--- src/cfct_pkg.sv ---
// ============================================================================
// cfct_pkg: shared definitions for the credit flow control table
// Field widths, request kinds, register indexes, reset values and the
// saturating add used on the credit counters.
// ============================================================================
package cfct_pkg;

    // default table dimensions
    localparam int PEERS_DEF = 16;
    localparam int VCS_DEF   = 4;

    // field widths
    localparam int KIND_W    = 3;
    localparam int PEER_W    = 4;
    localparam int VC_W      = 2;
    localparam int CNT_W     = 16;
    localparam int NVC_W     = 3;
    localparam int CFG_IDX_W = 3;

    // stream payload widths (data widths padded to whole bytes)
    localparam int IN_DATA_W  = 40;
    localparam int IN_USER_W  = KIND_W;
    localparam int OUT_DATA_W = 72;

    // request kinds
    localparam logic [KIND_W-1:0] KIND_ADD_PEER     = 3'd0;
    localparam logic [KIND_W-1:0] KIND_CONSUME      = 3'd1;
    localparam logic [KIND_W-1:0] KIND_CHECK        = 3'd2;
    localparam logic [KIND_W-1:0] KIND_ADD_CREDITS  = 3'd3;
    localparam logic [KIND_W-1:0] KIND_RECEIVE      = 3'd4;
    localparam logic [KIND_W-1:0] KIND_CREDIT_RET   = 3'd5;

    // configuration register indexes
    localparam logic [CFG_IDX_W-1:0] CFG_LINK_ENABLE  = 3'd0;
    localparam logic [CFG_IDX_W-1:0] CFG_DYNAMIC_MODE = 3'd1;
    localparam logic [CFG_IDX_W-1:0] CFG_BASE_CREDIT  = 3'd2;
    localparam logic [CFG_IDX_W-1:0] CFG_BYTES_PER_CR = 3'd3;
    localparam logic [CFG_IDX_W-1:0] CFG_BATCH_SIZE   = 3'd4;
    localparam logic [CFG_IDX_W-1:0] CFG_INIT_CREDITS = 3'd5;
    localparam logic [CFG_IDX_W-1:0] CFG_NUM_VCS      = 3'd6;

    // configuration reset values
    localparam logic [CNT_W-1:0] RST_BASE_CREDIT  = 16'd1;
    localparam logic [CNT_W-1:0] RST_BYTES_PER_CR = 16'd256;
    localparam logic [CNT_W-1:0] RST_BATCH_SIZE   = 16'd1;
    localparam logic [CNT_W-1:0] RST_INIT_CREDITS = 16'd20;
    localparam logic [NVC_W-1:0] RST_NUM_VCS      = 3'd4;

    // divider steps, one quotient bit each
    localparam int DIV_STEPS = CNT_W;
    localparam int DIV_CNT_W = $clog2(DIV_STEPS);

    // output tdata bit positions
    localparam int OUT_OK_LSB     = 0;
    localparam int OUT_NEED_LSB   = 1;
    localparam int OUT_TX_LSB     = 17;
    localparam int OUT_PEND_LSB   = 33;
    localparam int OUT_SEND_LSB   = 49;
    localparam int OUT_SENT_LSB   = 50;

    // saturating add of two counters
    function automatic logic [CNT_W-1:0] sat_add(input logic [CNT_W-1:0] a,
                                                 input logic [CNT_W-1:0] b);
        logic [CNT_W:0] s;
        s = {1'b0, a} + {1'b0, b};
        return s[CNT_W] ? {CNT_W{1'b1}} : s[CNT_W-1:0];
    endfunction

endpackage

--- src/credit_flow_control_table.sv ---
// ============================================================================
// credit_flow_control_table: per peer and virtual channel credit accounting
// Transmit and return credit counters for each entry, packet cost from a
// shared divider in dynamic mode, credit return batching.
// ============================================================================
// After reset the block clears its entry table, one entry per cycle, and
// takes no request meanwhile; configuration writes are taken at any time.
// It then handles one request at a time: each passes through the execute
// and push states, and a packet request in dynamic mode first waits in the
// divide state, since its cost comes from a shared divider that produces
// one quotient bit per cycle. Add peer then writes the channels it loads
// one at a time, because the table has a single write port. A finished
// result waits in the output register while the next request is taken.
module credit_flow_control_table #(
    parameter int PEERS = cfct_pkg::PEERS_DEF,
    parameter int VCS   = cfct_pkg::VCS_DEF
) (
    input  logic                              clk,
    input  logic                              rst_n,
    // request: peer[3:0], vc[5:4], packet_size[21:6], credits[37:22]
    input  logic                              s_axis_tvalid,
    output logic                              s_axis_tready,
    input  logic [cfct_pkg::IN_DATA_W-1:0]    s_axis_tdata,
    // kind[2:0]
    input  logic [cfct_pkg::IN_USER_W-1:0]    s_axis_tuser,
    // result: ok[0], credits_needed[16:1], tx_credits[32:17],
    // pending_return[48:33], send_credit[49], credits_sent[65:50]
    output logic                              m_axis_tvalid,
    input  logic                              m_axis_tready,
    output logic [cfct_pkg::OUT_DATA_W-1:0]   m_axis_tdata,
    // configuration write
    input  logic                              cfg_valid,
    output logic                              cfg_ready,
    input  logic [cfct_pkg::CFG_IDX_W-1:0]    cfg_index,
    input  logic [cfct_pkg::CNT_W-1:0]        cfg_data
);
    import cfct_pkg::*;

    localparam int ENTRIES = PEERS * VCS;
    localparam int IDX_W   = (ENTRIES > 1) ? $clog2(ENTRIES) : 1;
    localparam int VCNT_W  = $clog2(VCS + 1);
    localparam int ENTRY_W = 2 * CNT_W + 1;

    // sequencer states
    localparam logic [2:0] ST_CLEAR = 3'd0;
    localparam logic [2:0] ST_IDLE  = 3'd1;
    localparam logic [2:0] ST_DIV   = 3'd2;
    localparam logic [2:0] ST_EXEC  = 3'd3;
    localparam logic [2:0] ST_PEER  = 3'd4;
    localparam logic [2:0] ST_PUSH  = 3'd5;

    logic [2:0]  state_reg;
    logic [2:0]  state_next;

    // configuration registers
    logic             link_enable_reg;
    logic             dynamic_mode_reg;
    logic [CNT_W-1:0] base_credit_reg;
    logic [CNT_W-1:0] bytes_per_credit_reg;
    logic [CNT_W-1:0] batch_size_reg;
    logic [CNT_W-1:0] initial_credits_reg;
    logic [NVC_W-1:0] num_vcs_reg;

    // request fields
    logic [KIND_W-1:0] kind_in;
    logic [PEER_W-1:0] peer_in;
    logic [VC_W-1:0]   vc_in;
    logic [CNT_W-1:0]  size_in;
    logic [CNT_W-1:0]  credits_in;
    logic              inside_in;
    logic [IDX_W-1:0]  idx_in;
    logic              in_fire;
    logic              pkt_kind_in;

    logic [KIND_W-1:0] kind_reg;
    logic [PEER_W-1:0] peer_reg;
    logic [VC_W-1:0]   vc_reg;
    logic [CNT_W-1:0]  credits_reg;
    logic              inside_reg;
    logic [IDX_W-1:0]  idx_reg;

    // table
    logic [ENTRY_W-1:0] mem [ENTRIES];
    logic [ENTRY_W-1:0] rd_data_reg;
    logic               mem_we;
    logic [IDX_W-1:0]   mem_waddr;
    logic [ENTRY_W-1:0] mem_wdata;
    logic [IDX_W-1:0]   clr_addr_reg;

    // add peer sweep
    logic [VCNT_W-1:0] vcnt_reg;
    logic [VCNT_W-1:0] lim_reg;
    logic [VCNT_W-1:0] lim;
    logic [CNT_W-1:0]  load_reg;
    logic [CNT_W-1:0]  load;

    // divider
    logic             div_start;
    logic             div_done;
    logic [CNT_W-1:0] div_quot;

    // exec datapath
    logic             ent_valid;
    logic [CNT_W-1:0] ent_tx;
    logic [CNT_W-1:0] ent_ret;
    logic             pkt_kind;
    logic [CNT_W-1:0] needed;
    logic             grant;
    logic             exec_ok;
    logic [CNT_W-1:0] exec_tx;
    logic [CNT_W-1:0] exec_pend;
    logic             exec_send;
    logic [CNT_W-1:0] exec_sent;

    // result and output registers
    logic             res_ok_reg;
    logic [CNT_W-1:0] res_need_reg;
    logic [CNT_W-1:0] res_tx_reg;
    logic [CNT_W-1:0] res_pend_reg;
    logic             res_send_reg;
    logic [CNT_W-1:0] res_sent_reg;
    logic             out_valid_reg;
    logic [OUT_DATA_W-1:0] out_data_reg;
    logic             out_load;

    // request unpacking
    assign kind_in    = s_axis_tuser[KIND_W-1:0];
    assign peer_in    = s_axis_tdata[3:0];
    assign vc_in      = s_axis_tdata[5:4];
    assign size_in    = s_axis_tdata[21:6];
    assign credits_in = s_axis_tdata[37:22];
    assign inside_in  = (int'(peer_in) < PEERS) && (int'(vc_in) < VCS);
    assign idx_in     = inside_in ? IDX_W'(int'(peer_in) * VCS + int'(vc_in)) : '0;
    assign in_fire    = s_axis_tvalid && s_axis_tready;
    assign pkt_kind_in = (kind_in == KIND_CONSUME) || (kind_in == KIND_CHECK) ||
                         (kind_in == KIND_RECEIVE);
    assign div_start  = in_fire && pkt_kind_in && dynamic_mode_reg;

    assign s_axis_tready = (state_reg == ST_IDLE);
    assign cfg_ready     = 1'b1;

    // configuration writes
    always_ff @(posedge clk or negedge rst_n)
    begin
        if (!rst_n)
        begin
            link_enable_reg      <= 1'b0;
            dynamic_mode_reg     <= 1'b1;
            base_credit_reg      <= RST_BASE_CREDIT;
            bytes_per_credit_reg <= RST_BYTES_PER_CR;
            batch_size_reg       <= RST_BATCH_SIZE;
            initial_credits_reg  <= RST_INIT_CREDITS;
            num_vcs_reg          <= RST_NUM_VCS;
        end
        else if (cfg_valid)
        begin
            case (cfg_index)
                CFG_LINK_ENABLE:  link_enable_reg      <= cfg_data[0];
                CFG_DYNAMIC_MODE: dynamic_mode_reg     <= cfg_data[0];
                CFG_BASE_CREDIT:  base_credit_reg      <= cfg_data;
                CFG_BYTES_PER_CR: bytes_per_credit_reg <= cfg_data;
                CFG_BATCH_SIZE:   batch_size_reg       <= cfg_data;
                CFG_INIT_CREDITS: initial_credits_reg  <= cfg_data;
                CFG_NUM_VCS:      num_vcs_reg          <= cfg_data[NVC_W-1:0];
                default:          ;
            endcase
        end
    end

    // shared cost divider
    cfct_ceil_div u_div (
        .clk      (clk),
        .rst_n    (rst_n),
        .start    (div_start),
        .dividend (size_in),
        .divisor  (bytes_per_credit_reg),
        .done     (div_done),
        .quotient (div_quot)
    );

    // request capture
    always_ff @(posedge clk)
    begin
        if (in_fire)
        begin
            kind_reg    <= kind_in;
            peer_reg    <= peer_in;
            vc_reg      <= vc_in;
            credits_reg <= credits_in;
            inside_reg  <= inside_in;
            idx_reg     <= idx_in;
        end
    end

    // entry table, read at accept
    always_ff @(posedge clk)
    begin
        if (mem_we)
        begin
            mem[mem_waddr] <= mem_wdata;
        end
        if (in_fire)
        begin
            rd_data_reg <= mem[idx_in];
        end
    end

    assign ent_valid = rd_data_reg[ENTRY_W-1];
    assign ent_tx    = rd_data_reg[2*CNT_W-1:CNT_W];
    assign ent_ret   = rd_data_reg[CNT_W-1:0];

    // packet cost
    assign pkt_kind = (kind_reg == KIND_CONSUME) || (kind_reg == KIND_CHECK) ||
                      (kind_reg == KIND_RECEIVE);
    always_comb
    begin
        if (!pkt_kind)
        begin
            needed = '0;
        end
        else if (dynamic_mode_reg && (div_quot >= base_credit_reg))
        begin
            needed = div_quot;
        end
        else
        begin
            needed = base_credit_reg;
        end
    end

    // add peer amount and channel count
    assign load = (credits_reg != '0) ? credits_reg : initial_credits_reg;
    assign lim  = (int'(num_vcs_reg) < VCS) ? VCNT_W'(num_vcs_reg) : VCNT_W'(VCS);
    assign grant = ent_valid && (ent_tx >= needed);

    // entry update and result
    always_comb
    begin
        exec_ok   = 1'b0;
        exec_tx   = ent_tx;
        exec_pend = ent_ret;
        exec_send = 1'b0;
        exec_sent = '0;
        case (kind_reg)
            KIND_ADD_PEER:
            begin
                if (int'(vc_reg) < int'(lim))
                begin
                    exec_tx   = load;
                    exec_pend = '0;
                end
            end
            KIND_CONSUME:
            begin
                exec_ok = grant;
                if (grant)
                begin
                    exec_tx = ent_tx - needed;
                end
            end
            KIND_CHECK:
            begin
                exec_ok = grant;
            end
            KIND_ADD_CREDITS:
            begin
                exec_tx = sat_add(ent_tx, credits_reg);
            end
            KIND_RECEIVE:
            begin
                if (link_enable_reg)
                begin
                    exec_pend = sat_add(ent_ret, needed);
                end
            end
            KIND_CREDIT_RET:
            begin
                if (link_enable_reg && (ent_ret >= batch_size_reg))
                begin
                    exec_send = 1'b1;
                    exec_sent = ent_ret;
                    exec_pend = '0;
                end
            end
            default: ;
        endcase
        if (!inside_reg)
        begin
            exec_ok   = 1'b0;
            exec_tx   = '0;
            exec_pend = '0;
            exec_send = 1'b0;
            exec_sent = '0;
        end
    end

    // table write port
    always_comb
    begin
        mem_we    = 1'b0;
        mem_waddr = idx_reg;
        mem_wdata = {1'b1, exec_tx, exec_pend};
        case (state_reg)
            ST_CLEAR:
            begin
                mem_we    = 1'b1;
                mem_waddr = clr_addr_reg;
                mem_wdata = '0;
            end
            ST_EXEC:
            begin
                if (inside_reg)
                begin
                    case (kind_reg)
                        KIND_CONSUME:     mem_we = grant;
                        KIND_ADD_CREDITS: mem_we = (credits_reg != '0);
                        KIND_RECEIVE:     mem_we = link_enable_reg;
                        KIND_CREDIT_RET:  mem_we = exec_send;
                        default:          mem_we = 1'b0;
                    endcase
                    mem_wdata = {ent_valid | (kind_reg == KIND_ADD_CREDITS),
                                 exec_tx, exec_pend};
                end
            end
            ST_PEER:
            begin
                mem_we    = 1'b1;
                mem_waddr = IDX_W'(int'(peer_reg) * VCS + int'(vcnt_reg));
                mem_wdata = {1'b1, load_reg, {CNT_W{1'b0}}};
            end
            default: ;
        endcase
    end

    // sequencer next state
    assign out_load = (state_reg == ST_PUSH) && (!out_valid_reg || m_axis_tready);
    always_comb
    begin
        state_next = state_reg;
        case (state_reg)
            ST_CLEAR:
            begin
                if (clr_addr_reg == IDX_W'(ENTRIES - 1))
                begin
                    state_next = ST_IDLE;
                end
            end
            ST_IDLE:
            begin
                if (in_fire)
                begin
                    state_next = div_start ? ST_DIV : ST_EXEC;
                end
            end
            ST_DIV:
            begin
                if (div_done)
                begin
                    state_next = ST_EXEC;
                end
            end
            ST_EXEC:
            begin
                if (inside_reg && (kind_reg == KIND_ADD_PEER) && (lim != '0))
                begin
                    state_next = ST_PEER;
                end
                else
                begin
                    state_next = ST_PUSH;
                end
            end
            ST_PEER:
            begin
                if (vcnt_reg == lim_reg - 1'b1)
                begin
                    state_next = ST_PUSH;
                end
            end
            ST_PUSH:
            begin
                if (out_load)
                begin
                    state_next = ST_IDLE;
                end
            end
            default: state_next = ST_IDLE;
        endcase
    end

    // sequencer registers
    always_ff @(posedge clk or negedge rst_n)
    begin
        if (!rst_n)
        begin
            state_reg    <= ST_CLEAR;
            clr_addr_reg <= '0;
            vcnt_reg     <= '0;
        end
        else
        begin
            state_reg <= state_next;
            if (state_reg == ST_CLEAR)
            begin
                clr_addr_reg <= clr_addr_reg + 1'b1;
            end
            if (state_reg == ST_EXEC)
            begin
                vcnt_reg <= '0;
            end
            else if (state_reg == ST_PEER)
            begin
                vcnt_reg <= vcnt_reg + 1'b1;
            end
        end
    end

    // result capture
    always_ff @(posedge clk)
    begin
        if (state_reg == ST_EXEC)
        begin
            lim_reg      <= lim;
            load_reg     <= load;
            res_ok_reg   <= exec_ok;
            res_need_reg <= needed;
            res_tx_reg   <= exec_tx;
            res_pend_reg <= exec_pend;
            res_send_reg <= exec_send;
            res_sent_reg <= exec_sent;
        end
    end

    // output register
    always_ff @(posedge clk or negedge rst_n)
    begin
        if (!rst_n)
        begin
            out_valid_reg <= 1'b0;
        end
        else if (out_load)
        begin
            out_valid_reg <= 1'b1;
        end
        else if (m_axis_tready)
        begin
            out_valid_reg <= 1'b0;
        end
    end

    always_ff @(posedge clk)
    begin
        if (out_load)
        begin
            out_data_reg <= {{(OUT_DATA_W - OUT_SENT_LSB - CNT_W){1'b0}},
                             res_sent_reg, res_send_reg, res_pend_reg,
                             res_tx_reg, res_need_reg, res_ok_reg};
        end
    end

    assign m_axis_tvalid = out_valid_reg;
    assign m_axis_tdata  = out_data_reg;

    // checks
    a_no_write_idle: assert property (@(posedge clk) disable iff (!rst_n)
        mem_we |-> (state_reg != ST_IDLE))
        else $error("table written while idle");

    a_div_done_state: assert property (@(posedge clk) disable iff (!rst_n)
        div_done |-> (state_reg == ST_DIV))
        else $error("divider finished outside the divide state");

    a_accept_leaves_idle: assert property (@(posedge clk) disable iff (!rst_n)
        (s_axis_tvalid && s_axis_tready) |=> (state_reg != ST_IDLE))
        else $error("request accepted but sequencer stayed idle");

    a_sent_only_on_send: assert property (@(posedge clk) disable iff (!rst_n)
        (m_axis_tvalid && !m_axis_tdata[OUT_SEND_LSB])
            |-> (m_axis_tdata[OUT_SENT_LSB +: CNT_W] == '0))
        else $error("credit count carried without a return message");

    a_ok_send_exclusive: assert property (@(posedge clk) disable iff (!rst_n)
        m_axis_tvalid |-> !(m_axis_tdata[OUT_OK_LSB] && m_axis_tdata[OUT_SEND_LSB]))
        else $error("grant and credit return in one result");

endmodule

--- src/cfct_ceil_div.sv ---
// ============================================================================
// cfct_ceil_div: iterative rounded-up divider
// Restoring division, one quotient bit per cycle; the quotient is rounded
// up when a remainder is left. A zero divisor counts as one.
// ============================================================================
module cfct_ceil_div (
    input  logic                      clk,
    input  logic                      rst_n,
    input  logic                      start,
    input  logic [cfct_pkg::CNT_W-1:0] dividend,
    input  logic [cfct_pkg::CNT_W-1:0] divisor,
    output logic                      done,
    output logic [cfct_pkg::CNT_W-1:0] quotient
);
    import cfct_pkg::*;

    logic                 busy_reg;
    logic                 done_reg;
    logic [DIV_CNT_W-1:0] cnt_reg;
    logic [CNT_W:0]       rem_reg;
    logic [CNT_W-1:0]     quo_reg;
    logic [CNT_W-1:0]     div_reg;
    logic [CNT_W:0]       rem_shift;
    logic                 fits;

    // one restoring step
    assign rem_shift = {rem_reg[CNT_W-1:0], quo_reg[CNT_W-1]};
    assign fits      = rem_shift >= {1'b0, div_reg};

    // control
    always_ff @(posedge clk or negedge rst_n)
    begin
        if (!rst_n)
        begin
            busy_reg <= 1'b0;
            done_reg <= 1'b0;
            cnt_reg  <= '0;
        end
        else
        begin
            done_reg <= 1'b0;
            if (start)
            begin
                busy_reg <= 1'b1;
                cnt_reg  <= '0;
            end
            else if (busy_reg)
            begin
                cnt_reg <= cnt_reg + 1'b1;
                if (cnt_reg == DIV_CNT_W'(DIV_STEPS - 1))
                begin
                    busy_reg <= 1'b0;
                    done_reg <= 1'b1;
                end
            end
        end
    end

    // datapath: dividend shifts out of quo_reg as quotient bits shift in
    always_ff @(posedge clk)
    begin
        if (start)
        begin
            rem_reg <= '0;
            quo_reg <= dividend;
            div_reg <= (divisor == '0) ? CNT_W'(1) : divisor;
        end
        else if (busy_reg)
        begin
            rem_reg <= fits ? (rem_shift - {1'b0, div_reg}) : rem_shift;
            quo_reg <= {quo_reg[CNT_W-2:0], fits};
        end
    end

    // round up on a nonzero remainder; cannot overflow
    assign quotient = quo_reg + CNT_W'(rem_reg != '0);
    assign done     = done_reg;

endmodule

--- config.mk ---
export PLATFORM = sky130hd
export DESIGN_NAME = credit_flow_control_table
export DESIGN_NICKNAME = d
export VERILOG_FILES = /design/src/cfct_pkg.sv /design/src/credit_flow_control_table.sv /design/src/cfct_ceil_div.sv
export SDC_FILE = /design/constraint.sdc
export NUM_CORES = 2
export LEC_CHECK = 0
export BUFFER_PORTS_ARGS = -buffer_cell sky130_fd_sc_hd__buf_2
export CORE_AREA = 2 2 452 454
export DETAILED_ROUTE_END_ITERATION = 8
export DIE_AREA = 0 0 454 456
export HOLD_SLACK_MARGIN = 0.15
export PLACE_DENSITY = 0.73
export RECOVER_POWER = 25
export REMOVE_ABC_BUFFERS = 1
export SLEW_MARGIN = 20
export SYNTH_ARGS = -nofsm -noshare
export SYNTH_HDL_FRONTEND = slang
export SYNTH_HIERARCHICAL = 1
export SYNTH_SLANG_ARGS = --single-unit
--- constraint.sdc ---
create_clock -name clk -period 25 [get_ports clk]
set_input_delay 5 -clock clk [delete_from_list [all_inputs] [get_ports clk]]
set_output_delay 5 -clock clk [all_outputs]
set_load 0.005 [all_outputs]
Yosys cells after proc, flatten, opt, wreduce, memory -nomap -nowiden
Memory sizes are Yosys's and may differ from the RTL's. A register that Yosys moved wholly into a read port is not among the register bits.
Index checks and enable logic that the tools add are counted.
{ "word_totals": {"in_bits": 67, "elab_cells": 156, "mem_count": 1, "out_inout_bits": 75, "ram_bits": 2112, "ff_bits": 319} }
{ "op_classes": {"mux": 44, "n_reduce_logical": 35, "n_lt_le_gt_ge": 6, "eq_ne": 27, "bitwise_logic": 1, "addsub": 11} }
{ "mem_list": {"columns": ["name", "words", "width", "rd", "rd_clocked_by_memory_dff", "write_ports", "line_no", "rtl"], "rows": [
  ["mem", 64, 33, 1, 1, 1, "credit_flow_control_table.sv:83", "logic [ENTRY_W-1:0] mem [ENTRIES];"]
]} }
{ "op_table": {"columns": ["cell", "count"], "rows": [
  ["$mux W16", 12],
  ["$pmux W33 S3", 1],
  ["$pmux W16 S3", 2],
  ["$ge A16 B16 Y1", 3],
  ["$add A16 B16 Y17", 2],
  ["$eq A3 B3 Y1 const B", 8],
  ["$mux W3", 8],
  ["$eq A3 B2 Y1 const B", 7],
  ["$pmux W3 S6", 1],
  ["$ge A17 B16 Y1", 1],
  ["$mux W17", 1],
  ["$reduce_bool A17 Y1", 1],
  ["$sub A17 B16 Y17", 1],
  ["$add A16 B1 Y16", 1],
  ["$logic_not A16 Y1", 1],
  ["$reduce_and A2 Y1", 8],
  ["$reduce_bool A16 Y1", 1],
  ["$sub A16 B16 Y16", 1],
  ["$mux W1", 14],
  ["$eq A3 B1 Y1 const B", 4],
  ["$pmux W6 S2", 1],
  ["$logic_not A3 Y1", 3],
  ["$logic_and A1 B1 Y1", 8],
  ["$mux W4", 2],
  ["22 further kinds", 32]
]} }

Longest topological paths before layout
{ "depth": {"ltp_word": 12, "ltp_mapped": 29, "depth_no_buf": 25} }

By module
Netlist, hierarchy kept.
{ "modules_own_cells": {"columns": ["module", "cells_per_inst", "n_inst", "area_per_inst_um2", "seq_area_each_um2"], "rows": [
  ["credit_flow_control_table", 4323, 1, 94854.7, 71757.6],
  ["cfct_ceil_div", 368, 1, 3583.4, 1451.4]
]} }

Least setup slack after synthesis
OpenSTA, ideal clock, no wires.
{ "synth_timing": {"path_kind": "input to register", "start": "in s_axis_tvalid", "end": "reg u_div.rem_reg[13]", "path_buffers": 2, "path_stages": 9, "setup_ns": 0.116, "arrival_ns": 11.441, "path_slack_ns": 13.443, "cell_sequence": "nor3b_1 o2111a_1 clkbuf_1 nand2b_1 clkbuf_1 nor3_1 mux2_1 o22ai_1 nand2_1"} }
{ "synth_via": {"elab_chain_cells": 3} }
{ "synth_lines": {"columns": ["element", "line_no", "rtl"], "rows": [
  ["start, declared", "credit_flow_control_table.sv:21", "input logic s_axis_tvalid,"],
  ["$logic_and A1 B1 Y1", "credit_flow_control_table.sv:134", "assign in_fire = s_axis_tvalid && s_axis_tready;"],
  ["$logic_and A1 B1 Y1 (2 in a row)", "credit_flow_control_table.sv:137", "assign div_start = in_fire && pkt_kind_in && dynamic_mode_reg;"],
  ["named net div_start", "credit_flow_control_table.sv:98", "logic div_start;"],
  ["end signal, assigned", "cfct_ceil_div.sv:70", "rem_reg <= fits ? (rem_shift - {1'b0, div_reg}) : rem_shift;"],
  ["end, declared", "cfct_ceil_div.sv:20", "logic [CNT_W:0] rem_reg;"]
]} }
The timed path passes the listed nets, and every way through them passes these cells.
A chain may end at the register's enable or synchronous reset.

Worst setup path after layout
{ "layout_timing": {"start": "in s_axis_tdata[5] (netlist name)", "end": "reg rd_data_reg[0] (read register of mem), data pin"} }
{ "layout_via": {"elab_chain_cells": 1} }
{ "layout_lines": {"columns": ["element", "line_no", "rtl"], "rows": [
  ["start, declared", "credit_flow_control_table.sv:23", "input logic [cfct_pkg::IN_DATA_W-1:0] s_axis_tdata,"],
  ["$add A6 B2 Y6", "credit_flow_control_table.sv:133", "assign idx_in = inside_in ? IDX_W'(int'(peer_in) * VCS + int'(vc_in)) : '0;"],
  ["end, declared", "credit_flow_control_table.sv:84", "logic [ENTRY_W-1:0] rd_data_reg;"]
]} }
No other way between the ends.

==> metrics.log <==
INFO  metric run_status = finished with violations
INFO  metric failing_checks = capacitance limit, slew limit
INFO  metric post-route-min-period = between 15000 and 20000 ps
INFO  metric worst_pin_slew = around 4800 ps
INFO  metric slew-limit-headroom = -223%
INFO  metric cts_inserted_buffers = about 230
INFO  metric ys.flop_type = sky130_fd_sc_hd__edfxtp_1
INFO  metric crit-reg2reg-capture = mem[47][8]
INFO  metric vdd_ir_drop_max = 78.8 µV
INFO  metric setup_viol = 0
INFO  metric synthDistinctLibCells = 87
INFO  metric die_height = between 400 and 500 µm
INFO  metric buffer_ports.inserted = ~130
INFO  metric final.period_utilization = around three fifths
INFO  metric cts_num_sinks = between 2000 and 2500
INFO  metric timing.critical_path.fanout_max = 74
INFO  metric gp_congestion = ~0.91
INFO  metric route.final.wire_length = 239000 µm
INFO  metric cts_buffer_depth = 3
INFO  metric grt_pass1_wl = about 350000 µm
INFO  metric post_synth_instance_area = ~98000 µm²
INFO  metric hold_violation_count_in_the_final_report = 0
INFO  metric synth-seq-cells = between 2000 and 2500
INFO  metric finish.net_count = 5120
INFO  metric grt_usage = a little under a quarter
INFO  metric post_cts_buffers = 0
INFO  metric kind_of_capture_point_of_the_worst_setup_path = flip-flop
INFO  metric max_cap_viols = 29
INFO  metric grt_start_max_net_pins = between 100 and 150
INFO  metric fmax = between 0.06 and 0.07 GHz
INFO  metric wl_met3 = around 23000 µm
INFO  metric synth_async_sr_flop_share = 3.58%
INFO  metric first_global_vias = 49100
INFO  metric starting_density_of_the_core = about half
INFO  metric synth_enable_flop_cells = about 2400
INFO  metric antenna_left = 0
INFO  metric post_cts_resized = 0
INFO  metric worst_r2r_path_depth = 24
INFO  metric total_power = about 11 mW
INFO  metric i_o_pins = between 100 and 150
INFO  metric worstPathArrival = between 15000 and 20000 ps
INFO  metric clock-root-buffer = sky130_fd_sc_hd__clkbuf_16
INFO  metric dp_hpwl = between 100000 and 150000 µm
INFO  metric cts_tree = done
INFO  metric cts-htree-levels = 4
INFO  metric globalRoute.totalOverflow = 0
INFO  metric hold_path_depth = 0
INFO  metric route.top_layer_used = met5
INFO  metric total_leakage_power = 35.4 nW
INFO  metric largest_reg_flops = roughly 2100
INFO  metric dpl-instance-area = 103000 µm²
INFO  metric finalNonFillerCells = 7804
INFO  metric fillCellCount = between 10000 and 15000
INFO  metric dr_total_vias = ~49000
INFO  metric cell_count_after_synthesis = roughly 4700
INFO  metric chipWidth = ~450 µm
INFO  metric hp-class = reg -> reg
INFO  metric total_die_area = 207000 µm²
INFO  metric placed_cells = about 7400
INFO  metric worst-r2r-setup-slack = 14920 ps
INFO  metric postLayoutCellArea = ~110000 µm²
INFO  metric setup-tns-final = 0 ps
INFO  metric rows = ~170
INFO  metric dr.first_iter.drc_count = 6659
INFO  metric power_density = ~100 nW/µm²
INFO  metric final_skew = 65.4 ps
INFO  metric yosysWarningCount = 6
INFO  metric clock_insertion_delay_worst_skew = between 800 and 900 ps
INFO  metric synth.yosys.seq_area_share = around 74%
INFO  metric critPathLaunchType = input port
INFO  metric number_of_antenna_violations_at_the_first_check_in_global_routing = 13
INFO  metric cts.hold.buffers_added = 0
INFO  metric detail_route.wl_per_cell = around 30 µm
INFO  metric detail_route.drc_violations = 0
INFO  metric route.layer.met1.wl = about 94000 µm
INFO  metric timing.hold.worst_endpoint = m_axis_tdata[8]
INFO  metric core_region_area = around 200000 µm²
INFO  metric layout-drive-gt1-share = between 20% and 30%
INFO  metric met2_wirelength = 117000 µm
INFO  metric worst-setup-path-type = in -> reg
INFO  metric via_per_inst = roughly 6.3
INFO  metric worst_setup_hold_path_clk_slew = about 60 ps
INFO  metric flow.area_growth_from_synthesis = 12.1%
INFO  metric syn_avg_cell_area = 21.0 µm²
INFO  metric rsz_0062_raised_after_global_routing = false
INFO  metric slew_viol_final = between 1500 and 2000
INFO  metric worst_ep_required_time = roughly 25000 ps
INFO  metric drt_first_pass_iters = 6
INFO  metric launch_instance_of_the_worst_min_delay_path = res_need_reg[7]
INFO  metric holdWs = slightly above 400 ps
INFO  metric rr_startpoint = u_div/rem_reg[12]
==> through the flow <==
step	setup WS [ps]	util, %
floorplan	12950	-
global placement	14360	51.2
detailed placement	14370	51.2
CTS	15100	54.8
global route	9280	54.7
finish	9740	54.7
==> routing by layer <==
layer / GRT usage [%] / vias up
met1: 32.8 / 25800
met4: 5.70 / 6
met2: 37.3 / 2619
met5: 0 / -
met3: 4.12 / 359
li1: - / 20000
==> area by class of cell <==
class                   instances  area [µm²]  area share [%]
inverters                      80         300           0.272
diodes                          2        5.00         0.00453
clock buffers                 272        5900            5.35
well taps                    2672        3340            3.03
repair buffers                265        1530            1.39
clock inverters               142        1460            1.33
multi-input cells            1913       24600            22.3
flip-flops and latches       2458       73200            66.3
==> logic make-up after synthesis <==
family          share of synthesized area, %
other cells                          0.00763
mux                                     16.8
simple gates                            2.51
buf+inv                                 1.43
flops                                   74.4
xor+xnor                               0.667
fa+ha+maj                               1.42
compound gates                          2.81
==> worst max-delay path: stages <==
cell and delay, ps:
sky130_fd_sc_hd__clkbuf_1 3270, sky130_fd_sc_hd__clkbuf_1 2800, sky130_fd_sc_hd__clkbuf_1 2760, sky130_fd_sc_hd__mux4_2 520
sky130_fd_sc_hd__mux4_2 570, sky130_fd_sc_hd__mux4_2 600
==> placed cells by master (no fill, tap or decap), types with 12 or more instances in the layout <==
cell type                   synthesis  routed
sky130_fd_sc_hd__o21a_1            22      22
sky130_fd_sc_hd__nor2_4             0      64
sky130_fd_sc_hd__and2_0             0      16
sky130_fd_sc_hd__nand2_1          156     156
sky130_fd_sc_hd__nand2b_1          18      18
sky130_fd_sc_hd__dfxtp_1           17      17
sky130_fd_sc_hd__and3_1            22      21
sky130_fd_sc_hd__inv_1             79      79
sky130_fd_sc_hd__clkbuf_16          0     229
sky130_fd_sc_hd__bufinv_16          0      25
sky130_fd_sc_hd__a21oi_1           91      80
sky130_fd_sc_hd__a211oi_1          17      17
sky130_fd_sc_hd__a21o_1            47      47
sky130_fd_sc_hd__nor3_1            21      20
sky130_fd_sc_hd__o21ai_0           95      97
sky130_fd_sc_hd__mux2i_1           37      37
sky130_fd_sc_hd__mux4_2           685     685
sky130_fd_sc_hd__buf_4             16     100
sky130_fd_sc_hd__clkinv_2           0      43
sky130_fd_sc_hd__xor2_1            30      30
sky130_fd_sc_hd__nor2_1           163      99
sky130_fd_sc_hd__clkbuf_1         147     147
sky130_fd_sc_hd__dfrtp_1           81      81
sky130_fd_sc_hd__nand3_1           29      29
sky130_fd_sc_hd__clkinv_1           1      48
sky130_fd_sc_hd__o221ai_1          12      12
sky130_fd_sc_hd__ha_1             105     105
sky130_fd_sc_hd__buf_2             58      53
sky130_fd_sc_hd__xnor2_1           45      45
sky130_fd_sc_hd__nor2b_1           12      12
sky130_fd_sc_hd__or2_2             17      17
sky130_fd_sc_hd__nand4_1           16      16
sky130_fd_sc_hd__edfxtp_1        2353    2353
sky130_fd_sc_hd__mux2_2            62      61
==> report_power, final <==
group	internal (mW)	total [mW]	leakage [nW]	switching [mW]
sequential	5.50	5.64	22.5	0.143
clock	1.94	3.44	3.58	1.50
combinational	0.625	2.20	9.28	1.58
==> worst max path at each step <==
stage / start / depth (start not counted) / to
final: s_axis_tdata[5] / 6 / rd_data_reg[0]
after global routing: s_axis_tdata[5] / 7 / rd_data_reg[2]
after CTS: u_div/rem_reg[12] / 25 / mem[62][24]
after detailed placement: s_axis_tdata[5] / 8 / rd_data_reg[24]
after global placement: s_axis_tdata[5] / 8 / rd_data_reg[24]
after floorplan: s_axis_tvalid / 6 / u_div/rem_reg[15]
==> cell usage after synthesis (all sizes together) (21+ instances only) <==
master  count  area (µm²)
nor3       21         105
o21ai     101         505
inv        79         297
clkbuf    147         552
xor2       30         263
edfxtp   2353       70700
and2       25         156
nor2      163         612
mux4      685       15400
and3       22         138
mux2       65         732
nand2     156         586
a21o       47         353
dfrtp      81        2030
xnor2      45         394
mux2i      37         370
a21oi      92         464
nand3      30         155
ha        105        1310
o21a       22         165
a31oi      21         131
buf        98         553
Note: power is estimated with default switching activity, not from simulation.
